## src/rtl/mcw_pkg.sv

```systemverilog
// Package for the microcode container walker: record kinds, error codes,
// container constants and the queue word passed from front to back.
// No dependencies.
package mcw_pkg;

	// record kinds reported on the result channel
	localparam logic [2:0] KIND_HDR_OK = 3'd0;
	localparam logic [2:0] KIND_EQUIV  = 3'd1;
	localparam logic [2:0] KIND_TEND   = 3'd2;
	localparam logic [2:0] KIND_SECT   = 3'd3;
	localparam logic [2:0] KIND_PATCH  = 3'd4;
	localparam logic [2:0] KIND_ERROR  = 3'd5;
	localparam logic [2:0] KIND_END    = 3'd6;

	// error codes carried in half_c of an error record
	localparam logic [15:0] ERR_SHORT_HDR = 16'd0;
	localparam logic [15:0] ERR_BAD_HDR   = 16'd1;
	localparam logic [15:0] ERR_SECT_TYPE = 16'd2;
	localparam logic [15:0] ERR_SECT_SIZE = 16'd3;

	localparam logic [31:0] HDR_MAGIC    = 32'h0041_4d44;
	localparam logic [31:0] TABLE_TYPE   = 32'h0000_0000;
	localparam logic [31:0] SECTION_TYPE = 32'h0000_0001;
	localparam logic [31:0] PATCH_HDR_SZ = 32'd64;

	localparam int MCW_QUEUE_DEPTH = 4;

	// One queue word holds everything a single byte produces: an optional
	// full record, then an optional zero-data record (table end or end).
	typedef struct packed {
		logic        has_first;
		logic [2:0]  kind;
		logic [31:0] word_a;
		logic [31:0] word_b;
		logic [15:0] half_c;
		logic [15:0] half_d;
		logic        flag;
		logic        has_second;
		logic [2:0]  second_kind;
		logic        second_flag;
		logic [31:0] position;
	} mcw_entry_t;

endpackage

```

## src/rtl/mcw_front.sv

```systemverilog
// Front end of the container walker: takes one byte per word, tracks the
// parse phase and builds the records that byte causes. Depends on mcw_pkg.
module mcw_front import mcw_pkg::*; (
	input  logic       clk,
	input  logic       arst_n,
	input  logic       accept,
	input  logic [7:0] data_byte,
	input  logic       end_of_blob,
	output logic       push,
	output mcw_entry_t entry
);

	localparam logic [2:0] PH_HDR   = 3'd0;
	localparam logic [2:0] PH_EQUIV = 3'd1;
	localparam logic [2:0] PH_PAD   = 3'd2;
	localparam logic [2:0] PH_SECT  = 3'd3;
	localparam logic [2:0] PH_PATCH = 3'd4;
	localparam logic [2:0] PH_BODY  = 3'd5;
	localparam logic [2:0] PH_DONE  = 3'd6;

	logic [2:0]  phase_q, phase_n;
	logic [5:0]  off_q, off_n;
	logic [31:0] pos_q, pos_n, pos_inc;
	logic [31:0] shift_q, shift_n;
	logic [31:0] cap_a_q, cap_a_n, cap_b_q, cap_b_n;
	logic [15:0] cap_c_q, cap_c_n;
	logic [31:0] region_q, region_n, region_dec;
	logic [31:0] skip_q, skip_n, skip_dec;
	logic        tend_chk, mid;

	assign pos_inc    = (pos_q == 32'hFFFF_FFFF) ? pos_q : pos_q + 32'd1;
	assign region_dec = region_q - 32'd1;
	assign skip_dec   = skip_q - 32'd1;

	always_comb begin
		phase_n  = phase_q;
		off_n    = off_q;
		pos_n    = pos_inc;
		cap_a_n  = cap_a_q;
		cap_b_n  = cap_b_q;
		cap_c_n  = cap_c_q;
		region_n = region_q;
		skip_n   = skip_q;
		tend_chk = 1'b0;
		mid      = 1'b0;
		entry    = '0;
		entry.position = pos_inc;

		// hold the shift line while the unused tail of a patch header passes
		if (phase_q == PH_PATCH && off_q >= 6'd26)
			shift_n = shift_q;
		else
			shift_n = {data_byte, shift_q[31:8]};

		case (phase_q)
			PH_HDR: begin
				if (off_q == 6'd3) cap_a_n = shift_n;
				if (off_q == 6'd7) cap_b_n = shift_n;
				if (off_q == 6'd11) begin
					off_n = '0;
					entry.has_first = 1'b1;
					if (cap_a_q != HDR_MAGIC || cap_b_q != TABLE_TYPE || shift_n == '0) begin
						entry.kind   = KIND_ERROR;
						entry.half_c = ERR_BAD_HDR;
						phase_n      = PH_DONE;
					end else begin
						entry.kind   = KIND_HDR_OK;
						entry.word_a = shift_n;
						region_n     = shift_n;
						phase_n      = PH_EQUIV;
					end
				end else begin
					off_n = off_q + 6'd1;
				end
			end
			PH_EQUIV: begin
				if (off_q == 6'd3)  cap_a_n = shift_n;
				if (off_q == 6'd13) cap_c_n = shift_n[31:16];
				region_n = region_dec;
				if (off_q == 6'd15) begin
					off_n = '0;
					entry.has_first = 1'b1;
					if (cap_a_q != '0) begin
						entry.kind   = KIND_EQUIV;
						entry.word_a = cap_a_q;
						entry.half_c = cap_c_q;
						tend_chk     = 1'b1;
					end else begin
						// terminator entry closes the table
						entry.kind = KIND_TEND;
						entry.flag = (region_dec != '0);
						phase_n    = (region_dec != '0) ? PH_PAD : PH_SECT;
					end
				end else begin
					off_n    = off_q + 6'd1;
					tend_chk = 1'b1;
				end
				// region exhausted before a terminator: end the table, drop any partial entry
				if (tend_chk && region_dec == '0 && !end_of_blob) begin
					entry.has_second  = 1'b1;
					entry.second_kind = KIND_TEND;
					entry.second_flag = 1'b1;
					off_n             = '0;
					phase_n           = PH_SECT;
				end
			end
			PH_PAD: begin
				region_n = region_dec;
				if (region_dec == '0) phase_n = PH_SECT;
			end
			PH_SECT: begin
				if (off_q == 6'd3) cap_a_n = shift_n;
				if (off_q == 6'd3 && shift_n != SECTION_TYPE) begin
					entry.has_first = 1'b1;
					entry.kind      = KIND_ERROR;
					entry.word_a    = shift_n;
					entry.half_c    = ERR_SECT_TYPE;
					off_n           = '0;
					phase_n         = PH_DONE;
				end else if (off_q == 6'd7) begin
					off_n = '0;
					entry.has_first = 1'b1;
					entry.word_a    = shift_n;
					if (shift_n < PATCH_HDR_SZ) begin
						entry.kind   = KIND_ERROR;
						entry.half_c = ERR_SECT_SIZE;
						phase_n      = PH_DONE;
					end else begin
						entry.kind = KIND_SECT;
						skip_n     = shift_n - PATCH_HDR_SZ;
						phase_n    = PH_PATCH;
					end
				end else begin
					off_n = off_q + 6'd1;
				end
			end
			PH_PATCH: begin
				if (off_q == 6'd3) cap_a_n = shift_n;
				if (off_q == 6'd7) cap_b_n = shift_n;
				if (off_q == 6'd9) cap_c_n = shift_n[31:16];
				if (off_q == 6'd63) begin
					off_n = '0;
					entry.has_first = 1'b1;
					entry.kind      = KIND_PATCH;
					entry.word_a    = cap_a_q;
					entry.word_b    = cap_b_q;
					entry.half_c    = cap_c_q;
					entry.half_d    = shift_n[31:16];
					phase_n         = (skip_q != '0) ? PH_BODY : PH_SECT;
				end else begin
					off_n = off_q + 6'd1;
				end
			end
			PH_BODY: begin
				skip_n = skip_dec;
				if (skip_dec == '0) phase_n = PH_SECT;
			end
			default: begin
			end
		endcase

		if (end_of_blob) begin
			case (phase_n)
				PH_HDR: begin
					entry.has_first = 1'b1;
					entry.kind      = KIND_ERROR;
					entry.half_c    = ERR_SHORT_HDR;
					mid             = 1'b1;
				end
				PH_EQUIV, PH_PAD, PH_BODY: mid = 1'b1;
				PH_DONE:                   mid = 1'b0;
				default:                   mid = (off_n != '0);
			endcase
			entry.has_second  = 1'b1;
			entry.second_kind = KIND_END;
			entry.second_flag = mid;
			phase_n = PH_HDR;
			off_n   = '0;
			pos_n   = '0;
		end
	end

	assign push = accept && (entry.has_first || entry.has_second);

	always_ff @(posedge clk or negedge arst_n) begin
		if (!arst_n) begin
			phase_q <= PH_HDR;
			off_q   <= '0;
			pos_q   <= '0;
		end else if (accept) begin
			phase_q <= phase_n;
			off_q   <= off_n;
			pos_q   <= pos_n;
		end
	end

	always_ff @(posedge clk) begin
		if (accept) begin
			shift_q  <= shift_n;
			cap_a_q  <= cap_a_n;
			cap_b_q  <= cap_b_n;
			cap_c_q  <= cap_c_n;
			region_q <= region_n;
			skip_q   <= skip_n;
		end
	end

endmodule

```

## src/rtl/mcw_queue.sv

```systemverilog
// Short register queue between walker front and back.
// Depends on mcw_pkg for the queue word type.
module mcw_queue import mcw_pkg::*; #(
	parameter int DEPTH = MCW_QUEUE_DEPTH
) (
	input  logic       clk,
	input  logic       arst_n,
	input  logic       push,
	input  mcw_entry_t wr_entry,
	input  logic       pop,
	output mcw_entry_t head,
	output logic       full,
	output logic       empty
);

	localparam int PtrW = (DEPTH > 1) ? $clog2(DEPTH) : 1;
	localparam int CntW = $clog2(DEPTH + 1);

	mcw_entry_t          store_q [DEPTH];
	logic [PtrW-1:0]     wr_ptr_q, rd_ptr_q;
	logic [CntW-1:0]     count_q;
	logic                do_push, do_pop;

	assign full    = (count_q == CntW'(DEPTH));
	assign empty   = (count_q == '0);
	assign do_push = push && !full;
	assign do_pop  = pop && !empty;
	assign head    = store_q[rd_ptr_q];

	always_ff @(posedge clk or negedge arst_n) begin
		if (!arst_n) begin
			wr_ptr_q <= '0;
			rd_ptr_q <= '0;
			count_q  <= '0;
		end else begin
			if (do_push)
				wr_ptr_q <= (wr_ptr_q == PtrW'(DEPTH - 1)) ? '0 : wr_ptr_q + PtrW'(1);
			if (do_pop)
				rd_ptr_q <= (rd_ptr_q == PtrW'(DEPTH - 1)) ? '0 : rd_ptr_q + PtrW'(1);
			case ({do_push, do_pop})
				2'b10:   count_q <= count_q + CntW'(1);
				2'b01:   count_q <= count_q - CntW'(1);
				default: count_q <= count_q;
			endcase
		end
	end

	always_ff @(posedge clk) begin
		if (do_push) store_q[wr_ptr_q] <= wr_entry;
	end

endmodule

```

## src/rtl/mcw_back.sv

```systemverilog
// Back end of the container walker: drains queue words into the registered
// result channel, one or two records per word. Depends on mcw_pkg.
module mcw_back import mcw_pkg::*; (
	input  logic         clk,
	input  logic         arst_n,
	input  mcw_entry_t   head,
	input  logic         empty,
	output logic         pop,
	output logic         m_tvalid,
	input  logic         m_tready,
	output logic [135:0] m_tdata,
	output logic [2:0]   m_tuser,
	output logic         m_tlast
);

	logic        valid_q, second_q;
	logic [2:0]  kind_q;
	logic [31:0] word_a_q, word_b_q, pos_q;
	logic [15:0] half_c_q, half_d_q;
	logic        flag_q, last_q;
	logic        out_free, load, first_sel;

	assign out_free  = !valid_q || m_tready;
	assign load      = out_free && !empty;
	assign first_sel = head.has_first && !second_q;
	// release the queue word once its final record is loaded
	assign pop       = load && !(first_sel && head.has_second);

	always_ff @(posedge clk or negedge arst_n) begin
		if (!arst_n) begin
			valid_q  <= 1'b0;
			second_q <= 1'b0;
		end else if (out_free) begin
			valid_q <= !empty;
			if (load)
				second_q <= first_sel && head.has_second;
		end
	end

	always_ff @(posedge clk) begin
		if (load) begin
			pos_q <= head.position;
			if (first_sel) begin
				kind_q   <= head.kind;
				word_a_q <= head.word_a;
				word_b_q <= head.word_b;
				half_c_q <= head.half_c;
				half_d_q <= head.half_d;
				flag_q   <= head.flag;
				last_q   <= !head.has_second;
			end else begin
				kind_q   <= head.second_kind;
				word_a_q <= '0;
				word_b_q <= '0;
				half_c_q <= '0;
				half_d_q <= '0;
				flag_q   <= head.second_flag;
				last_q   <= 1'b1;
			end
		end
	end

	assign m_tvalid = valid_q;
	assign m_tuser  = kind_q;
	assign m_tlast  = last_q;
	assign m_tdata  = {7'd0, pos_q, flag_q, half_d_q, half_c_q, word_b_q, word_a_q};

endmodule

```

## src/rtl/microcode_container_walker.sv

```systemverilog
// Top level of the microcode container walker: front parser, word queue and
// result back end. Depends on mcw_pkg, mcw_front, mcw_queue and mcw_back.
//
// Usage: feed the container blob one byte per word on the s_ channel, with
// s_tlast on the final byte. Each byte may cause zero, one or two records on
// the m_ channel (header ok, equivalence entry, table end, section, patch
// header, error, end); m_tlast marks the last record caused by that byte.
// The front takes one byte every cycle while the queue has room; a byte's
// records pass through the queue into the output register behind m_tvalid.
// A byte with two records occupies the output for both, so the byte rate is
// bounded by the single output register draining one record per cycle while
// m_tready is high. When the receiver stalls, records collect in the queue
// (QUEUE_DEPTH words) and s_tready drops only once it is full. Reset clears
// the parse phase, offsets, position counter, queue and output valid; no
// clearing pass is needed, the first byte may arrive right after reset.
// After an end-of-blob byte the walker is back in its header phase.
module microcode_container_walker import mcw_pkg::*; #(
	parameter int QUEUE_DEPTH = MCW_QUEUE_DEPTH
) (
	input  logic         clk,
	input  logic         arst_n,
	input  logic         s_tvalid,
	output logic         s_tready,
	input  logic [7:0]   s_tdata,   // [7:0] data_byte
	input  logic         s_tlast,   // end_of_blob
	output logic         m_tvalid,
	input  logic         m_tready,
	// [31:0] word_a, [63:32] word_b, [79:64] half_c, [95:80] half_d,
	// [96] status_flag, [128:97] byte_position, [135:129] zero
	output logic [135:0] m_tdata,
	output logic [2:0]   m_tuser,   // [2:0] record_kind
	output logic         m_tlast    // run_last
);

	mcw_entry_t entry, head;
	logic       accept, push, pop, full, empty;

	// take a byte whenever the queue can hold what it produces
	assign s_tready = !full;
	assign accept   = s_tvalid && s_tready;

	mcw_front u_front (
		.clk         (clk),
		.arst_n      (arst_n),
		.accept      (accept),
		.data_byte   (s_tdata),
		.end_of_blob (s_tlast),
		.push        (push),
		.entry       (entry)
	);

	mcw_queue #(
		.DEPTH (QUEUE_DEPTH)
	) u_queue (
		.clk      (clk),
		.arst_n   (arst_n),
		.push     (push),
		.wr_entry (entry),
		.pop      (pop),
		.head     (head),
		.full     (full),
		.empty    (empty)
	);

	mcw_back u_back (
		.clk      (clk),
		.arst_n   (arst_n),
		.head     (head),
		.empty    (empty),
		.pop      (pop),
		.m_tvalid (m_tvalid),
		.m_tready (m_tready),
		.m_tdata  (m_tdata),
		.m_tuser  (m_tuser),
		.m_tlast  (m_tlast)
	);

endmodule
```

## config.mk

```make
export PLATFORM = sky130hd
export DESIGN_NAME = microcode_container_walker
export DESIGN_NICKNAME = d
export VERILOG_FILES = /design/src/rtl/mcw_pkg.sv /design/src/rtl/mcw_front.sv /design/src/rtl/mcw_queue.sv /design/src/rtl/mcw_back.sv /design/src/rtl/microcode_container_walker.sv
export SDC_FILE = /design/constraint.sdc
export NUM_CORES = 1
export LEC_CHECK = 0
export BUFFER_PORTS_ARGS = -buffer_cell sky130_fd_sc_hd__buf_2
export CORE_UTILIZATION = 40
export CTS_CLUSTER_SIZE = 25
export DETAILED_ROUTE_END_ITERATION = 8
export GPL_TIMING_DRIVEN = 0
export PLACE_DENSITY_LB_ADDON = 0.2
export SETUP_SLACK_MARGIN = 0.4
export SLEW_MARGIN = 5
export SYNTH_ARGS = -nofsm -noshare
export SYNTH_HDL_FRONTEND = slang
export SYNTH_SLANG_ARGS = --single-unit
```

## constraint.sdc

```tcl
create_clock -name clk -period 11.2 [get_ports clk]
set_input_delay 1.12 -clock clk [delete_from_list [all_inputs] [get_ports clk]]
set_output_delay 1.12 -clock clk [all_outputs]
set_load 0.05 [all_outputs]
```

==> flow_metrics.py <==
metrics = {
    "drt": {
        "drt-total-wl_um": 96100,
        "route.detailed.drc": 0,
        "drt_iter0_markers": 2119,
        "drtPass1Iterations": 5,
        "dr_total_vias": 22076,
        "vias_per_cell": 5.47,
        "wl_per_cell_um": 23.8,
        "antenna_left": 0,
    },
    "clocking": {
        "cts_max_path_buffers": 3,
        "cts.htree.levels": 3,
        "clk_latency_ns": 0.66,
        "clkTransAtPathRegs_ns": 0.06,
        "cts_buffers": 94,
        "cts_resized": 0,
        "ctsHoldBuffers": 0,
        "clock_sinks": 903,
        "post_cts_buffers": 0,
        "root_buffer": "clkbuf_16",
        "cts_tree": "yes",
    },
    "synthesis": {
        "async_flop_share_pct": 5.54,
        "synthSimpleGateAreaFrac_pct": 10.8,
        "synthDistinctLibCells": 76,
        "synthAdderAreaFrac_pct": 0.580,
        "yosys.area_share.xor_xnor_pct": 2.51,
        "synth_area_sq_um": 38000,
        "synth_flop_cell": "edfxtp_1",
        "synthMuxAreaShare_pct": 9.58,
        "netlist_instances": 2435,
        "yosysWarnings": 0,
        "synth_edf_count": 853,
        "seq_area_frac_synth_pct": 70.7,
        "syn_area_per_cell_sq_um": 15.6,
        "ys_ff_latch": 903,
        "synth_top_family_by_area": "simple AND/OR/NAND/NOR gates",
        "synth-compound-area-share_pct": 3.87,
    },
    "timing": {
        "skew_ns": 0.0276,
        "setup_viol": 0,
        "grt_setup_unrepaired": "false",
        "period_share_pct": 75.8,
        "tightest_slew_ns": 1.24,
        "setup_slack_ns": 2.71,
        "max_slew_margin_pct": 14.9,
        "fmax_mhz": 118,
        "hold_viol_final": 0,
        "slew_viol_final": 0,
        "period_minus_slack_ns": 8.49,
    },
    "floorplanning": {
        "dieHeight_um": 310,
        "io_pins": 155,
        "die_x_um": 310,
        "die_area_sq_um": 96200,
        "initial_utilization_pct": 40.5,
        "core-area_sq_um": 93700,
        "rows": 112,
    },
    "power": {
        "power_switching_mw": 3.68,
        "power_frac_seq_pct": 42.5,
        "clkPwrFrac_pct": 27.6,
        "p_leak_nw": 15.2,
        "switching_share_pct": 34.0,
        "pwr_density_cell_nw_per_um2": 247,
        "ir_drop_v": 0.000117,
        "p_comb_share_pct": 29.9,
        "p_int_mw": 7.14,
    },
    "global_routing": {
        "track_usage_pct": 20.1,
        "grt_pass1_wl_um": 143000,
        "grt_pass1_vias": 22132,
        "grt_max_degree": 51,
        "overflow": 0,
        "antenna_found_initial": 5,
    },
    "hold_path": {
        "whs_path_depth": 1,
        "hold_path_class": "reg2reg",
        "hold_start": "u_queue.count_q[2]$_DFFE_PN0P_",
        "hold_end": "u_queue.count_q[2]$_DFFE_PN0P_",
    },
    "worst_setup_path": {
        "endpoint_kind": "flip-flop",
        "r2r_start": "u_front.off_q[0]$_DFFE_PN0P_",
        "reg2reg_to": "u_queue.count_q[2]$_DFFE_PN0P_",
        "startpoint": "u_front.off_q[0]$_DFFE_PN0P_",
        "r2r_cells": 25,
        "crit_path_start_kind": "flip-flop",
        "cp_max_fo": 10,
        "slowest_delay_ns": 0.68,
        "r2r_slack_ns": 2.71,
        "crit_type": "reg2reg",
        "cp_data_required_time_ns": 11.77,
        "cp.arrival_ns": 9.06,
        "worst_path_max_delay_cell": "clkbuf_1",
    },
    "place": {
        "hpwl_um": 67800,
        "io_buffer_count": 147,
        "post-place-ws_ns": 2.79,
        "globalplace.congestion": 0.932,
        "postPlaceCellArea_sq_um": 40900,
    },
    "run": {
        "max_cap_violations": 0,
    },
    "final_layout": {
        "fin_nets": 2738,
        "drive_gt1_share_pct": 17.7,
        "area_growth_pct": 15.4,
        "fin_area_sq_um": 43800,
    },
    "status": {
        "status": "completed",
    },
}
[worst max-delay path by stage]
stage / slack (ns) / endpoint / cells after the start
after floorplan: 1.47 / u_queue.count_q[2]$_DFFE_PN0P_ / 10
after global placement: -2.04 / u_queue.count_q[2]$_DFFE_PN0P_ / 11
after detailed placement: 2.79 / u_queue.count_q[2]$_DFFE_PN0P_ / 25
after CTS: 2.73 / u_queue.count_q[2]$_DFFE_PN0P_ / 25
after global routing: 2.09 / u_queue.count_q[2]$_DFFE_PN0P_ / 25
final: 2.71 / u_queue.count_q[2]$_DFFE_PN0P_ / 25
[routing by layer]
layer / vias to the layer above / GRT usage [%] / share of wire, %
li1: 9996 / - / -
met2: 601 / 33.6 / 50
met3: 125 / 2.28 / 4.5
met4: 0 / 6.61 / 2.6
met1: 11354 / 27.4 / 43
met5: - / 0 / 0
[cell usage after synthesis (4+ instances only)]
| cell type | n | share of area, % |
|---|---|---|
| o21ai_0 | 88 | 1.2 |
| ha_1 | 16 | 0.53 |
| or2_2 | 11 | 0.18 |
| or4_1 | 14 | 0.28 |
| mux2_2 | 6 | 0.18 |
| a211o_1 | 5 | 0.12 |
| nand4b_1 | 5 | 0.12 |
| or3_1 | 27 | 0.44 |
| edfxtp_1 | 853 | 67 |
| nor4_2 | 4 | 0.13 |
| a21oi_1 | 76 | 1.0 |
| inv_1 | 59 | 0.58 |
| nand2_1 | 159 | 1.6 |
| nor4b_1 | 7 | 0.16 |
| nand4_1 | 23 | 0.38 |
| o211ai_1 | 4 | 0.079 |
| buf_1 | 18 | 0.18 |
| buf_2 | 4 | 0.053 |
| a211oi_1 | 7 | 0.14 |
| mux4_2 | 136 | 8.1 |
| o31ai_1 | 7 | 0.14 |
| nand3_1 | 38 | 0.50 |
| clkbuf_1 | 101 | 1.0 |
| a31oi_1 | 6 | 0.099 |
| buf_4 | 8 | 0.16 |
| xnor2_1 | 62 | 1.4 |
| and4_1 | 6 | 0.14 |
| mux2i_1 | 51 | 1.3 |
| nor4_1 | 57 | 0.94 |
| o21a_1 | 6 | 0.12 |
| nor2_1 | 150 | 1.5 |
| o31a_1 | 4 | 0.092 |
| nor3_1 | 71 | 0.94 |
| dfrtp_1 | 50 | 3.3 |
| xor2_1 | 47 | 1.1 |
| and3_1 | 114 | 1.9 |
| nor3b_1 | 8 | 0.16 |
| a21o_1 | 6 | 0.12 |
| nand3b_1 | 7 | 0.14 |
| and2_1 | 53 | 0.87 |
| o22ai_1 | 9 | 0.15 |
[layout by cell type (no fill, tap or decap), types with 27 or more instances in the layout]
cell / n
nand2_1: 159
mux2i_1: 50
inv_1: 59
buf_2: 150
nor3_1: 70
mux4_2: 136
clkbuf_1: 128
or3_1: 27
nor2_1: 150
a21oi_1: 74
edfxtp_1: 853
xor2_1: 47
and2_1: 49
nand3_1: 38
o21ai_0: 88
clkbuf_16: 95
xnor2_1: 62
and3_1: 113
nor4_1: 57
dfrtp_1: 50
[final cells by class]
type / count / area [sq um]
fillers: 8097 / 49900
flip-flops and latches: 903 / 26900
multi-input cells: 1346 / 10500
clock buffers: 128 / 2550
well taps: 1254 / 1570
repair buffers: 171 / 1260
plain buffers: 132 / 533
clock inverters: 41 / 377
inverters: 60 / 225
diodes: 2 / 5.00
[state kept, by name (all words and copies together), names as in the netlist, 2 cells and up]
| signal | count |
|---|---|
| u_queue.store_q | 544 |
| u_back.pos_q | 32 |
| u_back.word_a_q | 32 |
| u_back.word_b_q | 32 |
| u_front.cap_a_q | 32 |
| u_front.cap_b_q | 32 |
| u_front.pos_q | 32 |
| u_front.region_q | 32 |
| u_front.shift_q | 32 |
| u_front.skip_q | 32 |
| u_back.half_c_q | 16 |
| u_back.half_d_q | 16 |
| u_front.cap_c_q | 16 |
| u_front.off_q | 6 |
| u_back.m_tuser | 3 |
| u_front.phase_q | 3 |
| u_queue.count_q | 3 |
| u_queue.rd_ptr_q | 2 |
| u_queue.wr_ptr_q | 2 |
[worst max-delay path: cells and delay by family, from the launching register on]
family	cells	cell delay (ns)
compound gates	4	1.20
xor+xnor	2	0.32
fa+ha+maj	4	1.04
buf+inv	7	2.80
flops	1	0.46
mux	1	0.64
simple gates	7	1.92
[cell families (layout without fill, tap and decap cells)]
group / Yosys count / in the layout
AOI/OAI and AO/OA: 247 / 247
xor gates and xnor gates: 109 / 109
adders and majority gates: 17 / 17
muxes: 193 / 193
DFF: 903 / 903
buffers and inverters: 192 / 532
other: 1 / 9
and+or+nand+nor: 773 / 773
[power by group through the flow]
stage / logic (mW) / registers [mW] / clock network, mW
2_1_floorplan: 1.42 / 5.56 / 0
3_3_place_gp: 3.17 / 4.78 / 0
3_5_place_dp: 3.29 / 4.67 / 0
4_1_cts: 3.30 / 4.60 / 3.06
5_1_grt: 3.46 / 4.65 / 3.18
6_report: 3.23 / 4.59 / 2.99
[stage by stage]
stage	util [%]	hold WS [ns]	power [mW]	std cells	TNS [ns]
after floorplan	-	0.464	6.98	2441	0
after global placement	43.0	0.483	7.95	3842	-859.80
after detailed placement	43.6	0.484	7.96	3866	0
after CTS	46.8	0.496	11.0	4035	0
after global routing	46.8	0.515	11.3	4037	0
final	46.8	0.492	10.8	4037	0
Note: power is estimated with default switching activity, not from simulation.
